===== config.mk =====
export PLATFORM = sky130hd
export DESIGN_NAME = exponential_adsr_envelope
export DESIGN_NICKNAME = d
export VERILOG_FILES = /design/src/hdl/exp_adsr_pkg.sv /design/src/hdl/exp_adsr_mul.sv /design/src/hdl/exponential_adsr_envelope.sv
export SDC_FILE = /design/constraint.sdc
export NUM_CORES = 2
export LEC_CHECK = 0
export BUFFER_PORTS_ARGS = -buffer_cell sky130_fd_sc_hd__buf_2
export CAP_MARGIN = 20
export CELL_PAD_IN_SITES_DETAIL_PLACEMENT = 1
export CELL_PAD_IN_SITES_GLOBAL_PLACEMENT = 1
export CORE_ASPECT_RATIO = 1.5
export CORE_MARGIN = 4
export CORE_UTILIZATION = 51
export CTS_CLUSTER_SIZE = 24
export DETAILED_ROUTE_END_ITERATION = 10
export GPL_TIMING_DRIVEN = 0
export PLACE_DENSITY = 0.84
export SYNTH_ARGS = -nofsm -noshare
export SYNTH_HDL_FRONTEND = slang
export SYNTH_SLANG_ARGS = --single-unit

===== constraint.sdc =====
create_clock -name clk -period 14.1 [get_ports clk]
set_clock_uncertainty 0.1 [all_clocks]
set_input_delay 2.82 -clock clk [delete_from_list [all_inputs] [get_ports clk]]
set_output_delay 2.82 -clock clk [all_outputs]
set_load 0.02 [all_outputs]

===== src/hdl/exp_adsr_pkg.sv =====
// ----------------------------------------------------------------------------
// exp_adsr_pkg
// Shared widths, phase and command codes, register indexes and fixed-point
// constants for the exponential ADSR envelope.
// ----------------------------------------------------------------------------
package exp_adsr_pkg;

	localparam int unsigned LVL_W   = 25;  // Q1.23 level plus headroom
	localparam int unsigned CTL_W   = 24;  // Q1.23 control value
	localparam int unsigned COEF_W  = 24;  // Q0.24 coefficient
	localparam int unsigned OUT_W   = 24;  // Q1.23 output sample
	localparam int unsigned LOW_W   = 25;  // signed Q1.23 output floor
	localparam int unsigned PH_W    = 3;
	localparam int unsigned CMD_W   = 2;
	localparam int unsigned IDX_W   = 3;
	localparam int unsigned CFG_W   = 25;

	// shared multiplier operand and product widths
	localparam int unsigned MUL_A_W = 26;
	localparam int unsigned MUL_B_W = 25;
	localparam int unsigned MUL_P_W = MUL_A_W + MUL_B_W;

	// phase codes
	localparam logic [PH_W-1:0] PH_FINISHED = 3'd0;
	localparam logic [PH_W-1:0] PH_ATTACK   = 3'd1;
	localparam logic [PH_W-1:0] PH_DECAY    = 3'd2;
	localparam logic [PH_W-1:0] PH_SUSTAIN  = 3'd3;
	localparam logic [PH_W-1:0] PH_RELEASE  = 3'd4;

	// command codes
	localparam logic [CMD_W-1:0] CMD_TICK     = 2'd0;
	localparam logic [CMD_W-1:0] CMD_NOTE_ON  = 2'd1;
	localparam logic [CMD_W-1:0] CMD_NOTE_OFF = 2'd2;

	// configuration register indexes
	localparam logic [IDX_W-1:0] REG_ATTACK_COEF   = 3'd0;
	localparam logic [IDX_W-1:0] REG_ATTACK_OFFSET = 3'd1;
	localparam logic [IDX_W-1:0] REG_DECAY_COEF    = 3'd2;
	localparam logic [IDX_W-1:0] REG_DECAY_OFFSET  = 3'd3;
	localparam logic [IDX_W-1:0] REG_SUSTAIN_LEVEL = 3'd4;
	localparam logic [IDX_W-1:0] REG_FADE_COEF     = 3'd5;
	localparam logic [IDX_W-1:0] REG_RELEASE_COEF  = 3'd6;
	localparam logic [IDX_W-1:0] REG_OUT_LOW       = 3'd7;

	// fixed-point constants
	localparam logic [OUT_W-1:0]  ONE_Q23     = 24'd8388608;
	localparam logic [LVL_W-1:0]  ATTACK_CAP  = 25'd8220836;  // 0.98
	localparam logic [LVL_W-1:0]  END_LEVEL   = 25'd8389;     // 0.001
	localparam logic [COEF_W-1:0] SMOOTH_KEEP = 24'd16609444; // 0.99
	localparam logic [COEF_W-1:0] SMOOTH_TAKE = 24'd167772;   // 0.01
	localparam logic [26:0]       OUT_HIGH    = 27'd8388608;

endpackage


===== src/hdl/exp_adsr_mul.sv =====
// ----------------------------------------------------------------------------
// exp_adsr_mul
// Shared unsigned multiplier with a registered product.
// ----------------------------------------------------------------------------
module exp_adsr_mul
	import exp_adsr_pkg::*;
(
	input  logic               clk,
	input  logic [MUL_A_W-1:0] a,
	input  logic [MUL_B_W-1:0] b,
	output logic [MUL_P_W-1:0] prod
);

	logic [MUL_P_W-1:0] prod_q;

	always_ff @(posedge clk) begin
		prod_q <= MUL_P_W'(a) * MUL_P_W'(b);
	end

	assign prod = prod_q;

endmodule


===== src/hdl/exponential_adsr_envelope.sv =====
// ----------------------------------------------------------------------------
// exponential_adsr_envelope
// Per-sample exponential ADSR envelope with smoothed control scaling.
// ----------------------------------------------------------------------------
// Each accepted request is one audio sample tick, optionally preceded by a
// note-on (restart attack from the current level) or note-off (go to release).
// The block updates the envelope level with a one-pole segment, smooths the
// control input, and returns one result: the scaled, clipped sample and the
// phase after the update. All arithmetic runs through one 26x25 multiplier
// with a registered product, stepped by a small sequencer through five
// products (ctl*0.99, target*0.01, coef*level, level*ctl, p*range). After
// the accepting edge in_ready stays low while the sequencer steps through
// S_CTL to S_FIN, and comes back together with the result, provided the
// previous result has been taken; a result still waiting at the output
// holds the last step until out_ready. Registers may be written only while
// the block is idle; writes are registered and have no read-back.
// ----------------------------------------------------------------------------
module exponential_adsr_envelope
	import exp_adsr_pkg::*;
(
	input  logic              clk,
	input  logic              arst_n,
	// request channel
	input  logic              in_valid,
	output logic              in_ready,
	input  logic [CMD_W-1:0]  cmd,
	input  logic [CTL_W-1:0]  ctl_target,
	input  logic              sustain_enable,
	// result channel
	output logic              out_valid,
	input  logic              out_ready,
	output logic [OUT_W-1:0]  sample,
	output logic [PH_W-1:0]   phase_now,
	// configuration
	input  logic              cfg_we,
	input  logic [IDX_W-1:0]  cfg_index,
	input  logic [CFG_W-1:0]  cfg_data
);

	typedef enum logic [2:0] {
		S_IDLE,  // product of ctl*0.99 runs here every cycle
		S_CTL,   // hold ctl*0.99, multiply target*0.01
		S_SEG,   // new ctl, multiply coef*level
		S_LVL,   // segment result, phase step
		S_PMUL,  // multiply level*ctl
		S_PRND,  // round p
		S_QMUL,  // multiply p*|range|
		S_FIN    // offset, clip, load output
	} state_t;

	state_t state_q;

	// configuration registers
	logic [COEF_W-1:0]      attack_coef_q, attack_offset_q, decay_coef_q, decay_offset_q;
	logic [CTL_W-1:0]       sustain_level_q;
	logic [COEF_W-1:0]      fade_coef_q, release_coef_q;
	logic signed [LOW_W-1:0] out_low_q;

	// envelope state
	logic [PH_W-1:0]   phase_q;
	logic [LVL_W-1:0]  fb_q, shown_q;
	logic [CTL_W-1:0]  ctl_q;

	// per-request work registers
	logic [CTL_W-1:0]   target_q;
	logic               sus_en_q;
	logic [47:0]        acc_q;
	logic [MUL_A_W-1:0] p_q;

	// output register
	logic               out_valid_q;
	logic [OUT_W-1:0]   sample_q;
	logic [PH_W-1:0]    phase_now_q;

	// shared multiplier
	logic [MUL_A_W-1:0] mul_a;
	logic [MUL_B_W-1:0] mul_b;
	logic [MUL_P_W-1:0] prod;

	exp_adsr_mul u_mul (
		.clk  (clk),
		.a    (mul_a),
		.b    (mul_b),
		.prod (prod)
	);

	assign in_ready = (state_q == S_IDLE);

	// ------------------------------------------------------------------
	// configuration writes
	// ------------------------------------------------------------------
	always_ff @(posedge clk or negedge arst_n) begin
		if (!arst_n) begin
			attack_coef_q   <= '1;
			attack_offset_q <= '0;
			decay_coef_q    <= '1;
			decay_offset_q  <= '0;
			sustain_level_q <= ONE_Q23;
			fade_coef_q     <= '0;
			release_coef_q  <= '1;
			out_low_q       <= '0;
		end else if (cfg_we) begin
			case (cfg_index)
				REG_ATTACK_COEF:   attack_coef_q   <= cfg_data[COEF_W-1:0];
				REG_ATTACK_OFFSET: attack_offset_q <= cfg_data[COEF_W-1:0];
				REG_DECAY_COEF:    decay_coef_q    <= cfg_data[COEF_W-1:0];
				REG_DECAY_OFFSET:  decay_offset_q  <= cfg_data[COEF_W-1:0];
				REG_SUSTAIN_LEVEL: sustain_level_q <= cfg_data[CTL_W-1:0];
				REG_FADE_COEF:     fade_coef_q     <= cfg_data[COEF_W-1:0];
				REG_RELEASE_COEF:  release_coef_q  <= cfg_data[COEF_W-1:0];
				REG_OUT_LOW:       out_low_q       <= signed'(cfg_data[LOW_W-1:0]);
				default: ;
			endcase
		end
	end

	// ------------------------------------------------------------------
	// segment coefficient and offset for the current phase
	// ------------------------------------------------------------------
	logic [COEF_W-1:0] seg_coef, seg_off;

	always_comb begin
		case (phase_q)
			PH_ATTACK: begin
				seg_coef = attack_coef_q;
				seg_off  = attack_offset_q;
			end
			PH_DECAY: begin
				seg_coef = decay_coef_q;
				seg_off  = decay_offset_q;
			end
			PH_SUSTAIN: begin
				seg_coef = fade_coef_q;
				seg_off  = '0;
			end
			PH_RELEASE: begin
				seg_coef = release_coef_q;
				seg_off  = '0;
			end
			default: begin
				seg_coef = '0;
				seg_off  = '0;
			end
		endcase
	end

	// output span: range = OUT_HIGH - out_low, kept as sign and magnitude
	logic [26:0]        range_full;
	logic               range_neg;
	logic [26:0]        range_mag;
	logic [MUL_B_W-1:0] range_abs;

	assign range_full = OUT_HIGH - 27'(out_low_q);  // sign-extends out_low_q
	assign range_neg  = range_full[26];
	assign range_mag  = range_neg ? (27'd0 - range_full) : range_full;
	assign range_abs  = range_mag[MUL_B_W-1:0];

	// operand selection for the shared multiplier
	always_comb begin
		case (state_q)
			S_IDLE: begin
				mul_a = MUL_A_W'(ctl_q);
				mul_b = MUL_B_W'(SMOOTH_KEEP);
			end
			S_CTL: begin
				mul_a = MUL_A_W'(target_q);
				mul_b = MUL_B_W'(SMOOTH_TAKE);
			end
			S_SEG: begin
				mul_a = MUL_A_W'(fb_q);
				mul_b = MUL_B_W'(seg_coef);
			end
			S_PMUL: begin
				mul_a = MUL_A_W'(shown_q);
				mul_b = MUL_B_W'(ctl_q);
			end
			S_QMUL, S_FIN: begin
				mul_a = p_q;
				mul_b = range_abs;
			end
			default: begin
				mul_a = '0;
				mul_b = '0;
			end
		endcase
	end

	// ------------------------------------------------------------------
	// datapath around the registered product
	// ------------------------------------------------------------------
	// control smoothing: (ctl*0.99 + target*0.01 + half) >> 24, saturated
	logic [48:0]      ctl_sum;
	logic [CTL_W-1:0] ctl_next;

	assign ctl_sum  = {1'b0, acc_q} + {7'd0, prod[41:0]} + 49'd8388608;
	assign ctl_next = ctl_sum[48] ? '1 : ctl_sum[47:24];

	// level segment: (coef*level + offset<<23 + half) >> 24, saturated
	logic [49:0]      seg_sum;
	logic [LVL_W:0]   seg_shift;
	logic [LVL_W-1:0] seg_val;

	assign seg_sum   = {1'b0, prod[48:0]} + ({26'd0, seg_off} << 23) + 50'd8388608;
	assign seg_shift = seg_sum[49:24];
	assign seg_val   = seg_shift[LVL_W] ? '1 : seg_shift[LVL_W-1:0];

	// p = (level*ctl + 2^22) >> 23
	logic [49:0] p_sum;
	assign p_sum = {1'b0, prod[48:0]} + 50'd4194304;

	// q = (p*|range| + 2^22) >> 23, sign restored, then offset and clip
	logic [MUL_P_W:0]   q_sum;
	logic [28:0]        q_mag;
	logic signed [30:0] q_signed;
	logic signed [30:0] out_sum;
	logic [OUT_W-1:0]   out_clip;

	assign q_sum    = {1'b0, prod} + (MUL_P_W+1)'(4194304);
	assign q_mag    = q_sum[51:23];
	assign q_signed = range_neg ? -signed'({2'b00, q_mag}) : signed'({2'b00, q_mag});
	assign out_sum  = 31'(out_low_q) + q_signed;

	always_comb begin
		if (out_sum < 31'sd0)
			out_clip = '0;
		else if (out_sum > 31'sd8388608)
			out_clip = ONE_Q23;
		else
			out_clip = out_sum[OUT_W-1:0];
	end

	// ------------------------------------------------------------------
	// sequencer, envelope state and output register
	// ------------------------------------------------------------------
	always_ff @(posedge clk or negedge arst_n) begin
		if (!arst_n) begin
			state_q     <= S_IDLE;
			phase_q     <= PH_FINISHED;
			fb_q        <= '0;
			shown_q     <= '0;
			ctl_q       <= ONE_Q23;
			target_q    <= '0;
			sus_en_q    <= 1'b0;
			acc_q       <= '0;
			p_q         <= '0;
			out_valid_q <= 1'b0;
			sample_q    <= '0;
			phase_now_q <= PH_FINISHED;
		end else begin
			if (out_valid_q && out_ready)
				out_valid_q <= 1'b0;

			case (state_q)
				S_IDLE: begin
					if (in_valid) begin
						target_q <= ctl_target;
						sus_en_q <= sustain_enable;
						// note commands take effect before this tick's update
						if (cmd == CMD_NOTE_ON)
							phase_q <= PH_ATTACK;
						else if (cmd == CMD_NOTE_OFF)
							phase_q <= PH_RELEASE;
						state_q <= S_CTL;
					end
				end
				S_CTL: begin
					acc_q   <= prod[47:0];
					state_q <= S_SEG;
				end
				S_SEG: begin
					ctl_q   <= ctl_next;
					state_q <= S_LVL;
				end
				S_LVL: begin
					case (phase_q)
						PH_ATTACK: begin
							fb_q <= seg_val;
							if (seg_val >= ATTACK_CAP) begin
								// cap shows 0.98, feedback keeps the raw level
								shown_q <= ATTACK_CAP;
								phase_q <= PH_DECAY;
							end else begin
								shown_q <= seg_val;
							end
						end
						PH_DECAY: begin
							fb_q    <= seg_val;
							shown_q <= seg_val;
							if (seg_val <= LVL_W'(sustain_level_q))
								phase_q <= sus_en_q ? PH_SUSTAIN : PH_RELEASE;
						end
						PH_SUSTAIN, PH_RELEASE: begin
							if (seg_val <= END_LEVEL) begin
								phase_q <= PH_FINISHED;
								fb_q    <= '0;
								shown_q <= '0;
							end else begin
								fb_q    <= seg_val;
								shown_q <= seg_val;
							end
						end
						default: ;  // finished: levels hold
					endcase
					state_q <= S_PMUL;
				end
				S_PMUL: begin
					state_q <= S_PRND;
				end
				S_PRND: begin
					p_q     <= p_sum[48:23];
					state_q <= S_QMUL;
				end
				S_QMUL: begin
					state_q <= S_FIN;
				end
				S_FIN: begin
					// wait here while the previous result is still unclaimed
					if (!out_valid_q || out_ready) begin
						sample_q    <= out_clip;
						phase_now_q <= phase_q;
						out_valid_q <= 1'b1;
						state_q     <= S_IDLE;
					end
				end
				default: state_q <= S_IDLE;
			endcase
		end
	end

	assign out_valid = out_valid_q;
	assign sample    = sample_q;
	assign phase_now = phase_now_q;

endmodule


# == Word level (Yosys, flattened, before mapping) ==
# Index checks and enable logic that the tools add are counted.
# totals
output_inout_bits,29
input_bits,60
regBits,451
# op_classes
n_mux,29
n_lt_le_gt_ge,5
n_eq_ne,27
add_sub_neg,10
multipliers,1
reduce_logical,25
# op_table
operator,n
case mux 26 bit (5 select lines),1
case mux 25 bit (5 select lines),1
2-to-1 mux 25 bit,4
case mux 24 bit (4 select lines),1
case mux 25 bit (3 select lines),1
2-to-1 mux 24 bit,3
"adder 51 x 23 -> 52 bit, second input constant",1
multiplier 26 x 25 -> 51 bit,1
adder 49 x 47 -> 50 bit,1
"adder 50 x 24 -> 50 bit, second input constant",1
case mux 25 bit (2 select lines),1
adder 48 x 42 -> 49 bit,1
"adder 49 x 23 -> 49 bit, second input constant",1
"adder 49 x 24 -> 49 bit, second input constant",1
case mux 24 bit (2 select lines),1
adder 25 x 31 -> 31 bit,1
"greater-than comparator 31 x 25 -> 1 bit, second input constant",1
"less-than comparator 31 x 1 -> 1 bit, second input constant",1
2-to-1 mux 31 bit,1
negation 29 -> 31 bit,1
"equality test 3 bit, second input constant",9
2-to-1 mux 3 bit,9
AND reduction 2 bit,13
"subtractor 25 x 25 -> 26 bit, first input constant",1
other kinds (24),40

# == Logic depth before layout (Yosys ltp) ==
# depth
depth_word,9
depth_mapped,41
mapped_depth_nobuf,39

# == By module ==
# Synthesis repeated with hierarchy kept, for this count alone.
# hier_totals
cells_unflattened,5263
hier_area_um2,48791.8
# by_module_without_submodules
module,seq_area_each_um2,instances,area_per_inst_um2,cells_each
exponential_adsr_envelope,10102.2,1,26143.8,2753
exp_adsr_mul,1021.0,1,22648.0,2510

# == Worst setup path after synthesis ==
# No wires, ideal clock.
# synth_path
path_kind,register -> register
start,register out_low_q[11]
end,"register u_mul.prod_q[47], in the netlist u_mul.prod[47]"
arrival_ns,9.681
path_slack_ns,4.247
required_time_ns,13.928
n_path_buf,4
setup_ns,0.072
period_less_slack_ns,9.853
path_stages_with_launch,39
path_cell_list,dfrtp_1 buf_2 or3_4 or4_4 or4_4 o21ai_2 or2_2 buf_6 buf_2 nor2_1 xnor2_1 o221ai_1 clkbuf_1 nand2_1 fa_1 inv_1 fa_1 fa_1 [... 3 more ...] fa_1 inv_1 fa_1 inv_1 fa_1 ha_1 a21o_1 a21oi_1 o21ai_0 a21oi_1 a31oi_1 o21ai_0 a21oi_1 nor4_1 nor2_1 a21o_1 a2111oi_0 xnor2_1
# synth_via
elab_chain_len,5
# synth_rtl
item,line,text
start: declaration,exponential_adsr_envelope.sv:57,logic signed [LOW_W-1:0] out_low_q;
start signal: assignment,exponential_adsr_envelope.sv:111,REG_OUT_LOW: out_low_q <= signed'(cfg_data[LOW_W-1:0]);
subtractor 25 x 25 -> 26 bit *,exponential_adsr_envelope.sv:153,assign range_full = OUT_HIGH - 27'(out_low_q);
subtractor 1 x 25 -> 25 bit,exponential_adsr_envelope.sv:155,assign range_mag = range_neg ? (27'd0 - range_full) : range_full;
2-to-1 mux 25 bit *,exponential_adsr_envelope.sv:155,
case mux 25 bit (5 select lines) *,exponential_adsr_envelope.sv:160,case (state_q)
multiplier 26 x 25 -> 51 bit *,exp_adsr_mul.sv:17,prod_q <= MUL_P_W'(a) * MUL_P_W'(b);
end signal: assignment,exp_adsr_mul.sv:17,
end: declaration,exp_adsr_mul.sv:14,logic [MUL_P_W-1:0] prod_q;
# Every way passes the cells marked *; elsewhere a longest branch is shown, timed or not.
# A chain may end at the register's enable or synchronous reset.

# == Final worst setup path ==
# layout_path
start,register out_low_q[11]
end,"register u_mul.prod_q[49], in the netlist u_mul.prod[49]"
# The elaborated chain is that of the path after synthesis.

==> results.md <==
* Clock root buffer: clkbuf_16
* DRC at 0
* Chip width at 258 µm
* Critical-path top delay cell: o221ai_2
* Initial DRC count at 3042
* Number of flops mapped to enable cells by yosys at 0
* Least-Margin Pin Slew at 1260 ps
* Area leader, netlist: fa_1
* Global-route wire length before repair at 291000 µm
* Mean post-synth cell area at 9.31 µm²
* # port buffers at 84
* Grt met3 use at 0.0684
* Routed vias/inst at 6.23
* CP most frequent cell: fa_1
* Sequential fraction of the synthesis area at 0.232
* Post-CTS Hold Fix Bufs at 0
* Initial Util at 0.515
* Storage element area at 11100 µm²
* Synth area leaders: fa_1 23%, dfrtp_1 17%, ha_1 9.7%
* RSZ-0062 raised after global routing: no
* Cts bufs inserted at 45
* Crit start category: register
* Max Cap Violations at 0
* Worst-skew pair later-pin latency at 610 ps
* Fin Setup TNS at 0 ps
* Outcome: finished clean
* CTS Sinks at 451
* Fillers at 10700
* Clk slew on worst S/H paths at 70 ps
* Asr flop ratio synth at 0.887
* Post_cts resized at 0
* # setup viols final at 0
* Vias in the first global route at 46000
* Area Growth Syn to Fin at 8.41%
* HP Class: reg2reg
* Post-Syn Area at 48000 µm²
* Wire per inst at 29.7 µm
* Slew Viols, Final at 0
* Synth unique cells at 92
* Slowest stage delay, CP at 930 ps
* Synth warn at 0
* Clk buf depth at 3
* Busiest layer in global routing: met2
* Core Rows at 137
* Mapped Nets at 6135
* Relative slew margins at 0.157
* WP data arrival at 14310 ps
* GRT Util Overall at 0.395
* Initial antenna violation count at 8
* Die Y at 384 µm
* Post-DP HPWL at 158000 µm
* Met1 Usage GRT at 0.417
* Main flop type after synthesis: dfrtp_1
* Period minus WS final at 14000 ps
* Top-Level Pins at 89
* CORE AREA at 93100 µm²
* TritonCTS clock tree: done
* Commonest non-fill, non-tap cells in the layout: 730 x nand2_1, 698 x inv_1, 551 x fa_1
* CTS H-tree depth at 2
* Largest net degree at the start of global routing at 127
* Crit. End Element: register
* GP Congestion at 1.05
* GRT overflow at 0
* CP Max Fanout at 10
* #FFs+latches synth at 451
* Critical Path RT at 14410 ps
* Routed Wire Length at 197000 µm
* Crit path kind: reg2reg
* Nets at 6306
* Post-DRT Antenna Nets at 0
* Post-Synthesis Cells at 5152
* Fmax at 71.4 MHz
* DIE AREA at 99100 µm²
* Post-CTS Repair Setup Buffers at 0
* Most common cell after layout, fill and taps aside: nand2_1
* Met2 usage at 0.658
* DR pass1 iterations at 5
* Share of the synthesized area in the top cell type at 0.230
* Final Cycle Share at 0.993
* Share of cells above drive strength 1 at 0.116
* Multi-input logic area at 33200 µm²
* Hold Vio Cnt, Final at 0
* DR vias at 41200
[worst paths after layout]
kind | start | to | slack, ps | cells after the start
max in group asynchronous | arst_n | out_valid | 10230 | 3
worst min register to register | fb_q[15] | fb_q[15] | 390 | 2
worst max-delay path | out_low_q[11] | u_mul.prod[49] | 100 | 38
worst max register to register | out_low_q[11] | u_mul.prod[49] | 100 | 38
worst min-delay path | fb_q[15] | fb_q[15] | 390 | 2
min in group asynchronous | arst_n | decay_offset_q[9] | 2040 | 1
[stage by stage]
stage          cells  cell area (µm²)  setup slack (ps)  hold slack, ps  utilization
5_1_grt         6611            52000              51.8             411        0.558
6_report        6616            52000              98.7             388        0.559
2_1_floorplan   5152            48000              4250             333            -
3_3_place_gp    6487            49900               127             357        0.537
4_1_cts         6604            51900               658             391        0.558
3_5_place_dp    6520            50400               722             376        0.541
[per-layer routing]
| metal | vias up | share of wire |
|---|---|---|
| li1 | 17400 | - |
| met1 | 20900 | 0.33 |
| met2 | 2012 | 0.47 |
| met3 | 917 | 0.069 |
| met4 | 4 | 0.13 |
| met5 | - | 0.00012 |
[worst max-delay path, delay by kind of cell (launching register included)]
family,cells,cell delay [ps]
AO/OA/AOI/OAI,9,3440
XOR/XNOR,2,1080
adder cells (fa/ha/maj),8,4130
buffers and inverters,9,1490
flip-flops,1,440
AND/OR/NAND/NOR,10,3100
[registers in the layout (all words and copies together), names as in the netlist, 25 cells and up]
| signal | flops |
|---|---|
| u_mul.prod | 51 |
| acc_q | 48 |
| p_q | 26 |
| fb_q | 25 |
| out_low_q | 25 |
| shown_q | 25 |
[cells in the mapped netlist, types with 53 or more instances]
| cell | instances |
|---|---|
| a21o_1 | 57 |
| xnor2_1 | 130 |
| nand2_1 | 730 |
| nor2_1 | 197 |
| nand3_1 | 63 |
| a22o_1 | 53 |
| a21oi_1 | 208 |
| fa_1 | 551 |
| dfstp_2 | 74 |
| inv_1 | 698 |
| mux2_2 | 264 |
| clkbuf_1 | 216 |
| o21ai_0 | 243 |
| xor2_1 | 74 |
| dfrtp_1 | 326 |
| and2_1 | 128 |
| ha_1 | 372 |
[cell type report]
cell class / count / area share
clock buffers: 58 / 0.0246
repair buffers: 124 / 0.0163
multi-input cells: 3741 / 0.639
inverters: 698 / 0.0504
diodes: 5 / 0.000241
clock inverters: 26 / 0.00517
well taps: 1251 / 0.0301
plain buffers: 262 / 0.0201
flip-flops and latches: 451 / 0.214
[cell families (layout without fill, tap and decap cells)]
group	count (synthesis)	after routing	share of synthesized area
XOR/XNOR	204	204	0.0373
flip-flops	451	451	0.232
AND/OR/NAND/NOR	1428	1428	0.138
AO/OA/AOI/OAI	905	905	0.124
adder cells (fa/ha/maj)	923	923	0.327
other	0	5	0
multiplexers	281	281	0.0655
buffers and inverters	960	1168	0.0764
Power is left out: the tool's default activity adds up to more than one toggle a clock period on the data nets, which glitch-free logic cannot reach.
